File: config.mk
export PLATFORM = sky130hd
export DESIGN_NAME = gcr_queue
export DESIGN_NICKNAME = d
export VERILOG_FILES = /design/src/design/gcr_pkg.sv /design/src/design/gcr_queue.sv
export SDC_FILE = /design/constraint.sdc
export NUM_CORES = 1
export LEC_CHECK = 0
export BUFFER_PORTS_ARGS = -buffer_cell sky130_fd_sc_hd__buf_2
export CORE_ASPECT_RATIO = 0.9
export CORE_MARGIN = 4
export CORE_UTILIZATION = 30
export CTS_BUF_LIST = sky130_fd_sc_hd__clkbuf_8
export CTS_CLUSTER_DIAMETER = 200
export CTS_CLUSTER_SIZE = 12
export DETAILED_ROUTE_END_ITERATION = 12
export GPL_TIMING_DRIVEN = 0
export PLACE_DENSITY = 0.46
export REMOVE_ABC_BUFFERS = 1
export SKIP_CTS_REPAIR_TIMING = 1
export SYNTH_ARGS = -nofsm -noshare
export SYNTH_HDL_FRONTEND = slang
export SYNTH_SLANG_ARGS = --single-unit
File: constraint.sdc
create_clock -name clk -period 3.4 [get_ports clk]
set_input_delay 0.17 -clock clk [delete_from_list [all_inputs] [get_ports clk]]
set_output_delay 0.17 -clock clk [all_outputs]
set_load 0.02 [all_outputs]
File: src/design/gcr_pkg.sv
// ----------------------------------------------------------------------------
// gcr_pkg
// Shared types, register codes and constant functions of the color ramp
// generator.
// ----------------------------------------------------------------------------
`timescale 1ns / 1ps

package gcr_pkg;

	// field widths fixed by the request and result formats
	localparam int GAMMA_BITS     = 16;
	localparam int COUNT_BITS     = 7;
	localparam int COMP_BITS      = 8;
	localparam int CFG_INDEX_BITS = 3;

	// gamma floor of 0.05 in 4.12 fixed point, and 1.0 as a shift
	localparam logic [GAMMA_BITS-1:0] GAMMA_FLOOR = 16'd205;
	localparam int GAMMA_ONE_SHIFT = 12;

	// queue between front and back
	localparam int QUEUE_DEPTH = 4;
	localparam int QUEUE_PTR   = 2;

	// register indexes of the configuration port
	localparam logic [CFG_INDEX_BITS-1:0] REG_BRIGHT_RED   = 3'd0;
	localparam logic [CFG_INDEX_BITS-1:0] REG_BRIGHT_GREEN = 3'd1;
	localparam logic [CFG_INDEX_BITS-1:0] REG_BRIGHT_BLUE  = 3'd2;
	localparam logic [CFG_INDEX_BITS-1:0] REG_DARK_RED     = 3'd3;
	localparam logic [CFG_INDEX_BITS-1:0] REG_DARK_GREEN   = 3'd4;
	localparam logic [CFG_INDEX_BITS-1:0] REG_DARK_BLUE    = 3'd5;

	// ramp end colors handed to the back end
	typedef struct packed {
		logic [COMP_BITS-1:0] bright_red;
		logic [COMP_BITS-1:0] bright_green;
		logic [COMP_BITS-1:0] bright_blue;
		logic [COMP_BITS-1:0] dark_red;
		logic [COMP_BITS-1:0] dark_green;
		logic [COMP_BITS-1:0] dark_blue;
	} color_cfg_t;

	// floor square root of a 64-bit value, elaboration only
	function automatic logic [63:0] isqrt64(input logic [63:0] val);
		logic [63:0] v;
		logic [63:0] res;
		logic [63:0] bt;
		v   = val;
		res = '0;
		bt  = 64'd1 << 62;
		for (int s = 0; s < 32; s++) begin
			if (v >= res + bt) begin
				v   = v - (res + bt);
				res = (res >> 1) + bt;
			end else begin
				res = res >> 1;
			end
			bt = bt >> 2;
		end
		return res;
	endfunction

	// 2^(-2^-k) in Q32, built by k floor square roots of 0.5
	function automatic logic [31:0] exp_root(input int k);
		logic [63:0] r;
		r = 64'd1 << 31;
		for (int j = 1; j <= 24; j++) begin
			if (j <= k) begin
				r = isqrt64(r << 32);
			end
		end
		return r[31:0];
	endfunction

endpackage

File: src/design/gcr_queue.sv
// ----------------------------------------------------------------------------
// gcr_queue
// Short register queue that decouples the front and back ends.
// ----------------------------------------------------------------------------
`timescale 1ns / 1ps

module gcr_queue #(
	parameter int W = 72
) (
	input  logic         clk,
	input  logic         arst_n,
	input  logic         in_valid,
	output logic         in_ready,
	input  logic [W-1:0] in_data,
	output logic         out_valid,
	input  logic         out_ready,
	output logic [W-1:0] out_data
);

	localparam int PW = gcr_pkg::QUEUE_PTR;

	logic [W-1:0]  mem_q [gcr_pkg::QUEUE_DEPTH];
	logic [PW-1:0] wr_q;
	logic [PW-1:0] rd_q;
	logic [PW:0]   cnt_q;
	logic          push;
	logic          pop;

	assign in_ready  = (cnt_q != (PW+1)'(gcr_pkg::QUEUE_DEPTH));
	assign out_valid = (cnt_q != '0);
	assign push      = in_valid && in_ready;
	assign pop       = out_valid && out_ready;
	assign out_data  = mem_q[rd_q];

	// pointers and fill level
	always_ff @(posedge clk or negedge arst_n) begin
		if (!arst_n) begin
			wr_q  <= '0;
			rd_q  <= '0;
			cnt_q <= '0;
		end else begin
			if (push) begin
				wr_q <= wr_q + 1'b1;
			end
			if (pop) begin
				rd_q <= rd_q + 1'b1;
			end
			if (push && !pop) begin
				cnt_q <= cnt_q + 1'b1;
			end else if (pop && !push) begin
				cnt_q <= cnt_q - 1'b1;
			end
		end
	end

	// storage
	always_ff @(posedge clk) begin
		if (push) begin
			mem_q[wr_q] <= in_data;
		end
	end

endmodule

# [After elaboration in Yosys (flattened, before gate mapping)]
# Memory sizes are Yosys's and may differ from the RTL's.
# Index checks and enable logic that the tools add are counted.
[totals] ff_bits=7 latch_bits=0 ram_bits=288 mem_bits_ro=0 inputBits=76 out_inout_bits=74 wordCells=21 n_memories=1
[classes] add_sub_neg=4 n_mul=0 div=0 n_lt_le_gt_ge=0 eq_ne=1 shifts=0 n_mux=4 bitwise_logic=0 reduce_logical=8
[memory_table] memory="mem_q" depth=4 width=72 rd=1 rd_clocked_by_memory_dff=0 write_ports=1 line="gcr_queue.sv:22" text="logic [W-1:0] mem_q [gcr_pkg::QUEUE_DEPTH];"
[op_table] operator="$mux 3" count=2
[op_table] operator="$add 2x1->2 const B" count=2
[op_table] operator="$logic_and 1x1->1" count=4
[op_table] operator="$add 3x1->3 const B" count=1
[op_table] operator="$ne 3x3->1 const B" count=1
[op_table] operator="$reduce_bool 3->1" count=1
[op_table] operator="$sub 3x1->3 const B" count=1
[op_table] operator="$logic_not 1->1" count=2
[op_table] operator="$mux 1" count=2
[op_table] operator="$reduce_bool 2->1" count=1

# [Depth between registers and ports, before layout]
[depth] ltp_word=6 depth_mapped=8 ltp_nobuf=8

# [Worst setup path after synthesis]
# No wires, ideal clock.
[synth_timing] kind="flip-flop to flip-flop" startpoint="register cnt_q[0]" endpoint="memory mem_q[0][0], enable pin" setup_ns=0.438 arrival_ns=2.461 t_required_ns=2.962 slack_ns=0.501 stages_incl_launch_ff=4 n_path_buf=0 period_less_slack_ns=2.899 path_cell_list="dfrtp_1 nor2_1 a21boi_2 and2_1"
[synth_between] elab_chain_cells=4
[synth_rtl] element="from (decl)" line="gcr_queue.sv:25" text="logic [PW:0] cnt_q;"
[synth_rtl] element="from (signal assigned)" line="gcr_queue.sv:49" text="cnt_q <= cnt_q + 1'b1;"
[synth_rtl] element="from (signal assigned)" line="gcr_queue.sv:51" text="cnt_q <= cnt_q - 1'b1;"
[synth_rtl] element="$ne 3x3->1" line="gcr_queue.sv:29" text="assign in_ready = (cnt_q != (PW+1)'(gcr_pkg::QUEUE_DEPTH));"
[synth_rtl] element="$logic_and 1x1->1" line="gcr_queue.sv:31" text="assign push = in_valid && in_ready;"
[synth_rtl] element="via push" line="gcr_queue.sv:26" text="logic push;"
[synth_rtl] element="$mux 1" line="gcr_queue.sv:58" text="if (push) begin"
[synth_rtl] element="$mux 1 (implied by the code)" line="gcr_queue.sv:59" text="mem_q[wr_q] <= in_data;"
[synth_rtl] element="to (decl)" line="gcr_queue.sv:22"
# The timed path passes the listed nets, and every way through them passes these cells.

# [Worst setup path after layout]
[layout_timing] startpoint="register rd_q[0]" endpoint="output out_data[67]"
[layout_between] elab_chain_cells=1
[layout_rtl] element="from (decl)" line="gcr_queue.sv:24" text="logic [PW-1:0] rd_q;"
[layout_rtl] element="from (signal assigned)" line="gcr_queue.sv:46" text="rd_q <= rd_q + 1'b1;"
[layout_rtl] element="$mem_v2 4x72"
[layout_rtl] element="to (decl)" line="gcr_queue.sv:17" text="output logic [W-1:0] out_data"
# No other way between the ends.

==> metrics <==
status=finished, final reports clean; first-pass GRT wire length=32600 um; worst-path fanout max=39; routed wire length=21400 um; Worst Path Required=3230 ps; drt drc=0; total track usage=0.108; Ant. Diodes=0; Initial DRT Pass Iterations=4; Seq/Total Area, Yosys=0.817; chip width=208 um; worst skew pair latency=580 ps; Crit path largest cell delay=930 ps; Core ar.=35300 sq um; Tcrit/Tclk final=0.840; WHS Path Cells=3; crit path DAT=2690 ps; overall via count from detail_route=5003; CTS Buf Count=28; Cell Chain, Critical Path=buf_16, mux4_2, buf_2; total power=10.7 mW; crit start category=flip-flop; Seq cells post-synth=295; RSZ-0062 raised after global routing=false; die height=188 um; Final Skew=13.8 ps; Starting Density=0.306; clock buffer depth=3; # Max-Cap Violations=0; vias in the first global route=5324; FP Rows=65; Placed Cells=1019; GRT Residual Overflow=0; final core utilization=0.379; Post-Syn Area=10800 sq um; Worst-Margin Slew=825 ps; FMAX=350 MHz; synthesized area per cell=26.3 sq um; RD Place Congestion=0.647; H-tree Lvls=1; Critical Path Stages=3; Slew Viols, Final=0; Final Hold Fails=0; Reg2Reg Depth=8; clk slew on worst S/H paths=90 ps; Peak VDD IR=0.000357 V; DP HPWL=12400 um; FILL cells=3261; Avg WL per Cell=18.9 um; Gate Count Post-Synth=411; TritonCTS Sinks=295; Antenna Nets Post-Route=0; clk root buf=clkbuf_8; final setup vio count=0; Pleak=4.52 nW; share of cells above drive strength 1=0.401; pwr dens=802 nW/um^2; Rel. slew slack=0.450; die area=39100 sq um; Finished Layout Cells=1133; nets=737; Port Buffers=149; cell type of the slowest stage on the worst timing path=dfrtp_4; Yosys warning total=0; Buf/Inv on CP=2; vias per inst=4.42; Initial DRC Count=166; pin count of the biggest net entering global routing=42; Crit Path Category=reg -> out; # IOs=150; CTS tree=yes; distinct cell type count of the synthesized netlist=18; Tmin final=2860 ps; Critical Path End Type=output port; Syn-to-layout area delta=23.8%; Crit path max-delay family=flip-flops; initial antenna violation count=0; Hold Path Class=in -> reg
-- tightest hold or removal path, stage by stage --
cell and delay (ps):
buf_2 100, a21boi_2 200, xnor2_1 130
-- sequential cells by signal (all words and copies together), names as in the netlist --
name / flops
cnt_q: 3
mem_q: 288
rd_q: 2
wr_q: 2
-- stage by stage --
stage	TNS [ps]	setup slack [ps]	hold slack [ps]	instance area, sq um
final	0	543	57.8	13400
after global routing	0	277	4.32	13400
after CTS	0	356	-658	12600
after detailed placement	0	1050	17.9	12200
after global placement	-479180	-2000	3.85	12000
after floorplan	-28420	-393	-126	10700
-- synth_stat cells, drive strengths merged --
cell type / number / area [sq um]
nand3: 1 / 5.00
dfrtp: 7 / 175
a21boi: 1 / 11.3
or3: 1 / 6.26
mux4: 72 / 1620
inv: 3 / 11.3
nand2: 2 / 7.51
fa: 1 / 20.0
ha: 5 / 62.6
xnor2: 4 / 35.0
mux2: 2 / 22.5
nor2: 2 / 7.51
buf: 16 / 126
and2: 4 / 25.0
edfxtp: 288 / 8650
xor2: 2 / 17.5
-- cell families after synthesis --
kind of cell             Yosys count  share of synthesized area
buffers and inverters             19                     0.0127
XOR/XNOR                           6                    0.00486
AO/OA/AOI/OAI                      1                    0.00104
multiplexers                      74                      0.152
adder cells (fa/ha/maj)            6                    0.00764
AND/OR/NAND/NOR                   10                    0.00475
flip-flops                       295                      0.817
-- per-layer routing --
layer | track usage | vias up | part of all wire
met1 | 0.142 | 2621 | 0.45
met4 | 0.0220 | 0 | 0.019
met5 | 0 | - | 0
li1 | - | 2228 | -
met3 | 0.0326 | 29 | 0.054
met2 | 0.179 | 125 | 0.48
-- where the power goes --
| group | internal (mW) | leakage, nW | switching (mW) |
|---|---|---|---|
| Sequential | 4.80 | 2.72 | 0.397 |
| Combinational | 1.60 | 1.54 | 2.07 |
| Clock | 0.754 | 0.254 | 1.11 |
| Total | 7.15 | 4.52 | 3.58 |
-- layout make-up --
class	count	area, sq um	area share
clock inverter	11	50.0	0.00374
tap	469	587	0.0439
inverter	3	11.3	0.000842
timing repair buffer	230	1660	0.124
sequential	295	8830	0.660
multi-input combinational	97	1850	0.138
clock buffer	28	385	0.0288
-- cells in the final DEF (no fill, tap or decap) --
cell type        n
a21boi_2         1
and2_4           4
buf_16           6
buf_2          149
clkbuf_8        28
clkinvlp_4       1
dfrtp_1          5
dfrtp_4          2
dlygate4sd3_1   75
edfxtp_1       288
fa_1             1
ha_1             5
inv_1           12
inv_6            1
mux2_2           2
mux4_2          72
nand2_1          2
nand3_1          1
nor2_1           2
or3_1            1
xnor2_1          4
xor2_1           2
-- worst paths after layout --
check	from	endpoint	slack, ps
worst max-delay path	rd_q[0]	out_data[67]	540
worst min-delay path	in_valid	wr_q[0]	60
worst max register to register	cnt_q[1]	cnt_q[2]	1160
worst min register to register	cnt_q[2]	cnt_q[2]	560
max in group asynchronous	arst_n	rd_q[1]	2560
min in group asynchronous	arst_n	cnt_q[2]	560
Note: power is estimated with default switching activity, not from simulation.
