File: src/design/gcr_pkg.sv
// ----------------------------------------------------------------------------
// gcr_pkg
// Shared types, register codes and constant functions of the color ramp
// generator.
// ----------------------------------------------------------------------------
`timescale 1ns / 1ps

package gcr_pkg;

	// field widths fixed by the request and result formats
	localparam int GAMMA_BITS     = 16;
	localparam int COUNT_BITS     = 7;
	localparam int COMP_BITS      = 8;
	localparam int CFG_INDEX_BITS = 3;

	// gamma floor of 0.05 in 4.12 fixed point, and 1.0 as a shift
	localparam logic [GAMMA_BITS-1:0] GAMMA_FLOOR = 16'd205;
	localparam int GAMMA_ONE_SHIFT = 12;

	// queue between front and back
	localparam int QUEUE_DEPTH = 4;
	localparam int QUEUE_PTR   = 2;

	// register indexes of the configuration port
	localparam logic [CFG_INDEX_BITS-1:0] REG_BRIGHT_RED   = 3'd0;
	localparam logic [CFG_INDEX_BITS-1:0] REG_BRIGHT_GREEN = 3'd1;
	localparam logic [CFG_INDEX_BITS-1:0] REG_BRIGHT_BLUE  = 3'd2;
	localparam logic [CFG_INDEX_BITS-1:0] REG_DARK_RED     = 3'd3;
	localparam logic [CFG_INDEX_BITS-1:0] REG_DARK_GREEN   = 3'd4;
	localparam logic [CFG_INDEX_BITS-1:0] REG_DARK_BLUE    = 3'd5;

	// ramp end colors handed to the back end
	typedef struct packed {
		logic [COMP_BITS-1:0] bright_red;
		logic [COMP_BITS-1:0] bright_green;
		logic [COMP_BITS-1:0] bright_blue;
		logic [COMP_BITS-1:0] dark_red;
		logic [COMP_BITS-1:0] dark_green;
		logic [COMP_BITS-1:0] dark_blue;
	} color_cfg_t;

	// floor square root of a 64-bit value, elaboration only
	function automatic logic [63:0] isqrt64(input logic [63:0] val);
		logic [63:0] v;
		logic [63:0] res;
		logic [63:0] bt;
		v   = val;
		res = '0;
		bt  = 64'd1 << 62;
		for (int s = 0; s < 32; s++) begin
			if (v >= res + bt) begin
				v   = v - (res + bt);
				res = (res >> 1) + bt;
			end else begin
				res = res >> 1;
			end
			bt = bt >> 2;
		end
		return res;
	endfunction

	// 2^(-2^-k) in Q32, built by k floor square roots of 0.5
	function automatic logic [31:0] exp_root(input int k);
		logic [63:0] r;
		r = 64'd1 << 31;
		for (int j = 1; j <= 24; j++) begin
			if (j <= k) begin
				r = isqrt64(r << 32);
			end
		end
		return r[31:0];
	endfunction

endpackage

File: src/design/gcr_log2.sv
// ----------------------------------------------------------------------------
// gcr_log2
// Bit-serial log2 of a small integer: one squaring per fraction bit.
// ----------------------------------------------------------------------------
`timescale 1ns / 1ps

module gcr_log2 #(
	parameter int XW = 6,
	parameter int F  = 16
) (
	input  logic            clk,
	input  logic            arst_n,
	input  logic            start,
	input  logic [XW-1:0]   x,
	output logic            busy,
	output logic [XW+F-1:0] result
);

	localparam int CB = $clog2(F + 1);

	logic [XW-1:0]   e_c;
	logic [XW-1:0]   e_q;
	logic [XW+F-1:0] xs_c;
	logic [F:0]      m_q;
	logic [2*F+1:0]  sq_c;
	logic [F+1:0]    sh_c;
	logic [F-1:0]    frac_q;
	logic [CB-1:0]   cnt_q;
	logic            busy_q;

	// position of the top set bit
	always_comb begin
		e_c = '0;
		for (int b = 0; b < XW; b++) begin
			if (x[b]) begin
				e_c = XW'(b);
			end
		end
	end

	// mantissa in [1,2) and its square
	assign xs_c = {x, {F{1'b0}}} >> e_c;
	assign sq_c = (2*F+2)'(m_q) * (2*F+2)'(m_q);
	assign sh_c = sq_c[2*F+1:F];

	// control
	always_ff @(posedge clk or negedge arst_n) begin
		if (!arst_n) begin
			busy_q <= 1'b0;
			cnt_q  <= '0;
		end else if (start) begin
			busy_q <= 1'b1;
			cnt_q  <= '0;
		end else if (busy_q) begin
			cnt_q <= cnt_q + 1'b1;
			if (cnt_q == CB'(F - 1)) begin
				busy_q <= 1'b0;
			end
		end
	end

	// datapath
	always_ff @(posedge clk) begin
		if (start) begin
			e_q <= e_c;
			m_q <= xs_c[F:0];
		end else if (busy_q) begin
			if (sh_c[F+1]) begin
				m_q    <= sh_c[F+1:1];
				frac_q <= {frac_q[F-2:0], 1'b1};
			end else begin
				m_q    <= sh_c[F:0];
				frac_q <= {frac_q[F-2:0], 1'b0};
			end
		end
	end

	assign busy   = busy_q;
	assign result = {e_q, frac_q};

endmodule

File: src/design/gcr_front.sv
// ----------------------------------------------------------------------------
// gcr_front
// Takes a request, clamps it, divides out 1/gamma, takes log2(count-1)
// and emits one work entry per ramp step into the queue.
// ----------------------------------------------------------------------------
`timescale 1ns / 1ps

module gcr_front #(
	parameter int MAX_ENTRIES   = 64,
	parameter int INDEX_BITS    = 12,
	parameter int FRACTION_BITS = 16
) (
	input  logic                             clk,
	input  logic                             arst_n,
	input  logic                             s_tvalid,
	output logic                             s_tready,
	input  logic [gcr_pkg::GAMMA_BITS-1:0]   gamma_value,
	input  logic [INDEX_BITS-1:0]            first_index,
	input  logic [gcr_pkg::COUNT_BITS-1:0]   entry_count,
	output logic                             q_valid,
	input  logic                             q_ready,
	output logic [INDEX_BITS+1+2*$clog2(MAX_ENTRIES)+2*FRACTION_BITS+3:0] q_data
);

	localparam int F   = FRACTION_BITS;
	localparam int IW  = $clog2(MAX_ENTRIES);
	localparam int CW  = $clog2(MAX_ENTRIES + 1);
	localparam int LW  = IW + F;
	localparam int VW  = F + 4;
	localparam int DW  = gcr_pkg::GAMMA_ONE_SHIFT + 1 + F;
	localparam int DCB = $clog2(DW + 1);
	localparam logic [DW-1:0] VMAX = DW'({VW{1'b1}});

	localparam logic [1:0] ST_IDLE = 2'd0;
	localparam logic [1:0] ST_DIV  = 2'd1;
	localparam logic [1:0] ST_EMIT = 2'd2;

	logic [1:0]                        state_q;
	logic [gcr_pkg::GAMMA_BITS-1:0]    g_q;
	logic [gcr_pkg::GAMMA_BITS-1:0]    g_c;
	logic [CW-1:0]                     cnt_c;
	logic [CW-1:0]                     count_q;
	logic [INDEX_BITS-1:0]             base_q;
	logic [gcr_pkg::GAMMA_BITS-1:0]    rem_q;
	logic [gcr_pkg::GAMMA_BITS:0]      rem2_c;
	logic [DW-1:0]                     quo_q;
	logic [DCB-1:0]                    dcnt_q;
	logic [IW-1:0]                     i_q;
	logic [VW-1:0]                     inv_c;
	logic [LW-1:0]                     logn;
	logic                              log_busy;
	logic                              accept;
	logic                              last_c;
	logic                              div_done;

	assign accept   = s_tvalid && s_tready;
	assign s_tready = (state_q == ST_IDLE);

	// request clamps
	assign g_c   = (gamma_value < gcr_pkg::GAMMA_FLOOR) ? gcr_pkg::GAMMA_FLOOR : gamma_value;
	assign cnt_c = (entry_count > gcr_pkg::COUNT_BITS'(MAX_ENTRIES)) ?
		CW'(MAX_ENTRIES) : CW'(entry_count);

	// restoring divider step; the dividend has a single set bit at the top
	assign rem2_c   = {rem_q, (dcnt_q == '0)};
	assign div_done = (dcnt_q == DCB'(DW));
	assign inv_c    = (quo_q > VMAX) ? VW'(VMAX) : quo_q[VW-1:0];

	gcr_log2 #(
		.XW(IW),
		.F (F)
	) u_log_n (
		.clk   (clk),
		.arst_n(arst_n),
		.start (accept),
		.x     (IW'(cnt_c - 1'b1)),
		.busy  (log_busy),
		.result(logn)
	);

	// entry word
	assign last_c  = (CW'(i_q) + 1'b1 == count_q);
	assign q_valid = (state_q == ST_EMIT);
	assign q_data  = {base_q + INDEX_BITS'(i_q), last_c, i_q, logn, inv_c};

	// sequencer
	always_ff @(posedge clk or negedge arst_n) begin
		if (!arst_n) begin
			state_q <= ST_IDLE;
			dcnt_q  <= '0;
			i_q     <= '0;
		end else begin
			unique case (state_q)
				ST_IDLE: begin
					if (accept) begin
						state_q <= ST_DIV;
						dcnt_q  <= '0;
						i_q     <= '0;
					end
				end
				ST_DIV: begin
					if (!div_done) begin
						dcnt_q <= dcnt_q + 1'b1;
					end else if (!log_busy) begin
						state_q <= (count_q == '0) ? ST_IDLE : ST_EMIT;
					end
				end
				ST_EMIT: begin
					if (q_ready) begin
						if (last_c) begin
							state_q <= ST_IDLE;
						end else begin
							i_q <= i_q + 1'b1;
						end
					end
				end
				default: state_q <= ST_IDLE;
			endcase
		end
	end

	// request and divider datapath
	always_ff @(posedge clk) begin
		if (accept) begin
			g_q     <= g_c;
			count_q <= cnt_c;
			base_q  <= first_index;
			rem_q   <= '0;
			quo_q   <= '0;
		end else if (state_q == ST_DIV && !div_done) begin
			if (rem2_c >= {1'b0, g_q}) begin
				rem_q <= gcr_pkg::GAMMA_BITS'(rem2_c - {1'b0, g_q});
				quo_q <= {quo_q[DW-2:0], 1'b1};
			end else begin
				rem_q <= rem2_c[gcr_pkg::GAMMA_BITS-1:0];
				quo_q <= {quo_q[DW-2:0], 1'b0};
			end
		end
	end

endmodule

File: config.mk
export PLATFORM = sky130hd
export DESIGN_NAME = gcr_front
export DESIGN_NICKNAME = d
export VERILOG_FILES = /design/src/design/gcr_pkg.sv /design/src/design/gcr_log2.sv /design/src/design/gcr_front.sv
export SDC_FILE = /design/constraint.sdc
export NUM_CORES = 1
export LEC_CHECK = 0
export BUFFER_PORTS_ARGS = -buffer_cell sky130_fd_sc_hd__buf_2
export CAP_MARGIN = 20
export CORE_MARGIN = 2
export CORE_UTILIZATION = 55
export CTS_CLUSTER_DIAMETER = 50
export DETAILED_ROUTE_END_ITERATION = 16
export PLACE_DENSITY = 0.72
export SLEW_MARGIN = 20
export SYNTH_ARGS = -nofsm -noshare
export SYNTH_HDL_FRONTEND = slang
export SYNTH_SLANG_ARGS = --single-unit
File: constraint.sdc
create_clock -name clk -period 8.4 [get_ports clk]
set_clock_uncertainty 0.05 [all_clocks]
set_input_delay 2.1 -clock clk [delete_from_list [all_inputs] [get_ports clk]]
set_output_delay 2.1 -clock clk [all_outputs]
set_load 0.02 [all_outputs]
# Word level (Yosys, flattened, before mapping)
# Cells that the tools add are included.
op_classes:
  addsub: 7
  n_mul: 1
  mux: 32
  n_reduce_logical: 13
  n_shift: 1
  n_eq_ne: 12
  magnitude_cmp: 4
  bitwise_logic: 1
op_table:
  columns: ["cell", "count"]
  rows:
  - ["two-way mux 17 bit", 3]
  - ["two-way mux 6 bit", 7]
  - ["multiplier 17 x 17 -> 34 bit", 1]
  - ["> comparator 29 x 20 -> 1 bit, second input constant", 1]
  - [">> shifter 22 x 6 -> 17 bit", 1]
  - ["two-way mux 20 bit", 1]
  - ["two-way mux 5 bit", 4]
  - [">= comparator 17 x 16 -> 1 bit", 1]
  - ["less-than comparator 16 x 8 -> 1 bit, second input constant", 1]
  - ["two-way mux 16 bit", 1]
  - ["subtractor 16 bit", 1]
  - ["adder 12 x 6 -> 12 bit", 1]
  - ["two-way mux 2 bit", 6]
  - ["case mux 6 bit (2 select lines)", 1]
  - ["adder 5 x 1 -> 5 bit, second input constant", 2]
  - ["case mux 5 bit (2 select lines)", 1]
  - ["inequality test 2 bit, second input constant", 4]
  - ["adder 6 x 1 -> 7 bit, second input constant", 1]
  - ["== test 7 bit", 1]
  - ["> comparator 7 bit, second input constant", 1]
  - ["logical NOT 7 bit", 1]
  - ["two-way mux 7 bit", 1]
  - ["adder 6 x 1 -> 6 bit, second input constant", 1]
  - ["two-way mux 1 bit", 6]
  - ["17 further kinds", 22]
totals:
  reg_bits: 138
  input_bits: 39
  word_cells: 84

# Logic depth before layout (Yosys ltp)
depth:
  word_depth: 10
  mapped_depth: 25
  ltp_nobuf: 24

# Cells and area by module
# From an unflattened synthesis, not the netlist that was laid out.
hier_totals:
  hier_cells: 1649
  hier_area_um2: 15289.7
modules_own_cells:
  columns: ["mod", "instances", "area_each_um2", "cells_each", "seq_area_each_um2"]
  rows:
  - ["gcr_log2", 1, 9930.8, 1053, 1231.2]
  - ["gcr_front", 1, 5358.9, 596, 2277.2]

# Worst setup path before layout
# No wires, ideal clock.
synth_path:
  path_type: "reg2reg"
  startpoint: "register u_log_n.m_q[2]"
  endpoint: "register u_log_n.m_q[2] (data pin)"
  n_path_buf: 2
  path_stages_with_launch: 23
  required_time_ps: 8090
  path_slack_ps: 1389
  arrival_ps: 6701
  period_less_slack_ps: 7011
  cell_sequence: "edfxtp_1 > clkbuf_1 > clkbuf_1 > nand2_1 > fa_1 > inv_1 > fa_1 > fa_1 > fa_1 > fa_1 > inv_1 > fa_1 > inv_1 > ha_1 > a211oi_2 > nor2_1 > o41a_1 > a221oi_4 > a31oi_4 > o211a_1 > nor3_4 > nor2_8 > mux2_4"
synth_between:
  elab_chain_len: 4
synth_lines:
  columns: ["item", "line", "source"]
  rows:
  - ["from (decl)", "gcr_log2.sv:24", "logic [F:0] m_q;"]
  - ["from (signal assigned)", "gcr_log2.sv:66", "m_q <= xs_c[F:0];"]
  - ["from (signal assigned)", "gcr_log2.sv:69", "m_q <= sh_c[F+1:1];"]
  - ["from (signal assigned)", "gcr_log2.sv:72", "m_q <= sh_c[F:0];"]
  - ["multiplier 17 x 17 -> 34 bit", "gcr_log2.sv:43", "assign sq_c = (2*F+2)'(m_q) * (2*F+2)'(m_q);"]
  - ["two-way mux 17 bit", "gcr_log2.sv:68", "if (sh_c[F+1]) begin"]
  - ["two-way mux 17 bit", "gcr_log2.sv:67", "end else if (busy_q) begin"]
  - ["two-way mux 17 bit", "gcr_log2.sv:64", "if (start) begin"]
# Every way passes these cells. The select of a mux whose other input is x is not followed.
# A chain may end at the register's enable or synchronous reset.

# Worst setup path in the final report
layout_path:
  startpoint: "register u_log_n.m_q[11]"
  endpoint: "register u_log_n.m_q[2] (data pin)"
# The elaborated chain is that of the path after synthesis.

==> results.ini <==
[final_layout]
area_growth_pct = 8.95
utilization = 0.604
final_cell_mix = inv_1, fa_1, nand2_1
regArea_sq_um = 3510
multi_input_area_sq_um = 9950
antenna_cells = 0
final_common_cell = inv_1
layout-drive-gt1-share = 0.114
fin_nets = 1988
nFillCells = 2280

[drt]
finalWirelength_mm = 31.2
drt-pass1-iter-count = 5
final_antenna_net_count = 0
wl_per_cell_um = 15.8
drc_errors = 0
drt_iter0_drc = 491
via_count = 10700
via_per_inst = 5.41

[placement]
io_buffers = 98
place_congestion = 0.866
dp_slack_ps = 1040
post-dp-hpwl_mm = 24.2

[run_status]
status = finished clean

[logic_synthesis]
synth.yosys.seq_area_share = 0.237
netlist_area_sq_um = 14800
synth-edff-count = 71
netlist_instances = 1562
ys.flop_type = edfxtp_1
yosysUniqueCellTypes = 78
async_flop_share = 0.141
syn_area_per_cell_sq_um = 9.49
yosys_warnings = 0
synth-seq-cells = 135

[setup_path]
worst_ep_required_time_ps = 8520
worstPathArrival_ps = 7530
worst-r2r-cell-count = 20
r2r_end = u_log_n.m_q[2]
critPathLaunch = u_log_n.m_q[11]
critPathCaptureType = flip-flop
start_kind = flip-flop
rr_startpoint = u_log_n.m_q[11]
worstPathMaxFanout = 15
worstSetupPathType = reg -> reg
r2r_setup_slack_ps = 980
crit_end = u_log_n.m_q[2]

[die]
die_area_sq_um = 28300
core_sq_um = 26700
io_pins = 102
initial_utilization = 0.555
die_w_um = 168
rows = 60
die_y_um = 168

[global_route]
grt_usage = 0.235
grt_max_degree = 65
grt_pass1_wl_mm = 53.7
first_global_vias = 11300
antenna_found_initial = 0
grt_overflow = 0

[hold_path]
hold_path_class = reg -> reg

[timing]
fin_crit_sh = 0.883
fmax_mhz = 135
slew_headroom = 0.472
tightest_slew_ps = 793
setup_slack_ps = 985
min_period_ps = 7420
fin_setup_tns_ps = 0
maxSlewViolCount = 0
report.final.hold_viol_count = 0
rsz0062_at_grt = false
setup_violations = 0

[run]
maxCapViolations = 0

[clock_network]
clock_latency_ps = 430
cts_resized = 0
cts.sinks = 135
cts_buffers = 17
clockBufferDepth = 2
ctsHoldBuffers = 0
postCtsSetupRepairBufs = 0
h-tree-depth = 4
cts_tree = yes
cts_root_buf = clkbuf_16
clkTransAtPathRegs_ps = 70

==> sequential cells by signal (all words and copies together) (netlist names), 3 cells and up <==
| register | flops |
|---|---|
| quo_q | 29 |
| u_log_n.m_q | 17 |
| g_q | 16 |
| rem_q | 16 |
| u_log_n.frac_q | 16 |
| base_q | 12 |
| count_q | 7 |
| i_q | 6 |
| dcnt_q | 5 |
| u_log_n.cnt_q | 5 |
| u_log_n.e_q | 3 |
==> Yosys cell counts (8+ instances only) <==
| cell | n | area [sq um] |
|---|---|---|
| o211ai_1 | 8 | 60.1 |
| fa_1 | 192 | 3840 |
| a211oi_1 | 10 | 75.1 |
| ha_1 | 135 | 1690 |
| inv_1 | 296 | 1110 |
| dfrtp_1 | 19 | 475 |
| a21oi_1 | 23 | 115 |
| dfxtp_1 | 45 | 901 |
| edfxtp_1 | 71 | 2130 |
| o21ai_0 | 55 | 275 |
| and2_1 | 60 | 375 |
| a31oi_1 | 10 | 62.6 |
| nor2_1 | 48 | 180 |
| xnor2_1 | 36 | 315 |
| nor4_1 | 9 | 56.3 |
| or2_2 | 28 | 175 |
| nand3_1 | 62 | 310 |
| nor3_1 | 11 | 55.1 |
| mux2i_1 | 21 | 210 |
| nand2_1 | 181 | 679 |
| a21o_1 | 17 | 128 |
| xor2_1 | 26 | 228 |
| nand4_1 | 15 | 93.8 |
| nand2b_1 | 10 | 62.6 |
| clkbuf_1 | 58 | 218 |
| nor2b_1 | 20 | 125 |
==> critical path, cell delays in order, from the launching register on <==
cell,delay [ps]
edfxtp_1,860
inv_1,270
nor2_1,300
fa_1,470
fa_1,400
fa_1,510
fa_1,560
fa_1,550
inv_1,50
fa_1,530
inv_1,40
ha_1,330
o21ai_0,90
nor2_1,80
o41a_1,380
a221oi_4,320
a31oi_4,170
o211a_1,320
nor3_4,420
nor2_8,110
mux2_4,320
==> final cells by class <==
class | count | share of cell area
tap | 341 | 0.0264
clock inverter | 13 | 0.00906
multi-input combinational | 1067 | 0.616
clock buffer | 19 | 0.0287
inverter | 297 | 0.0692
sequential | 135 | 0.217
timing repair buffer | 104 | 0.0336
==> cell families (layout without fill, tap and decap cells) <==
logic type      count (synthesis)  count (layout)  synth area share
compound gates                180             180            0.0858
xor+xnor                       62              62            0.0366
fa+ha+maj                     327             327             0.373
buf+inv                       362             433            0.0929
flops                         135             135             0.237
mux                            27              27            0.0192
other cells                     1               3          0.000253
simple gates                  468             468             0.155
==> stage by stage <==
stage	hold WS (ps)	cell area [sq um]	cells
global placement	379	15500	1943
floorplan	377	14800	1564
global route	412	16200	1976
finish	397	16200	1976
CTS	396	16100	1975
detailed placement	381	15500	1943
==> worst min path at each step <==
stage | from | endpoint | slack, ps | cells past startpoint
after global routing | u_log_n.frac_q[13] | u_log_n.frac_q[14] | 410 | 0
after detailed placement | u_log_n.frac_q[8] | u_log_n.frac_q[9] | 380 | 0
after CTS | u_log_n.frac_q[2] | u_log_n.frac_q[3] | 400 | 0
after global placement | u_log_n.frac_q[1] | u_log_n.frac_q[2] | 380 | 0
after floorplan | quo_q[9] | quo_q[10] | 380 | 2
final | u_log_n.frac_q[2] | u_log_n.frac_q[3] | 400 | 0
==> routing by layer <==
| layer | track usage | wire length (um) | part of all wire | up-vias |
|---|---|---|---|---|
| li1 | - | - | - | 5154 |
| met1 | 0.295 | 13400 | 0.43 | 5234 |
| met2 | 0.416 | 15700 | 0.50 | 238 |
| met3 | 0.0350 | 1260 | 0.040 | 60 |
| met4 | 0.0825 | 879 | 0.028 | 0 |
| met5 | 0 | 0 | 0 | - |
Power is left out: the tool's default activity adds up to more than one toggle a clock period on the data nets, which glitch-free logic cannot reach.
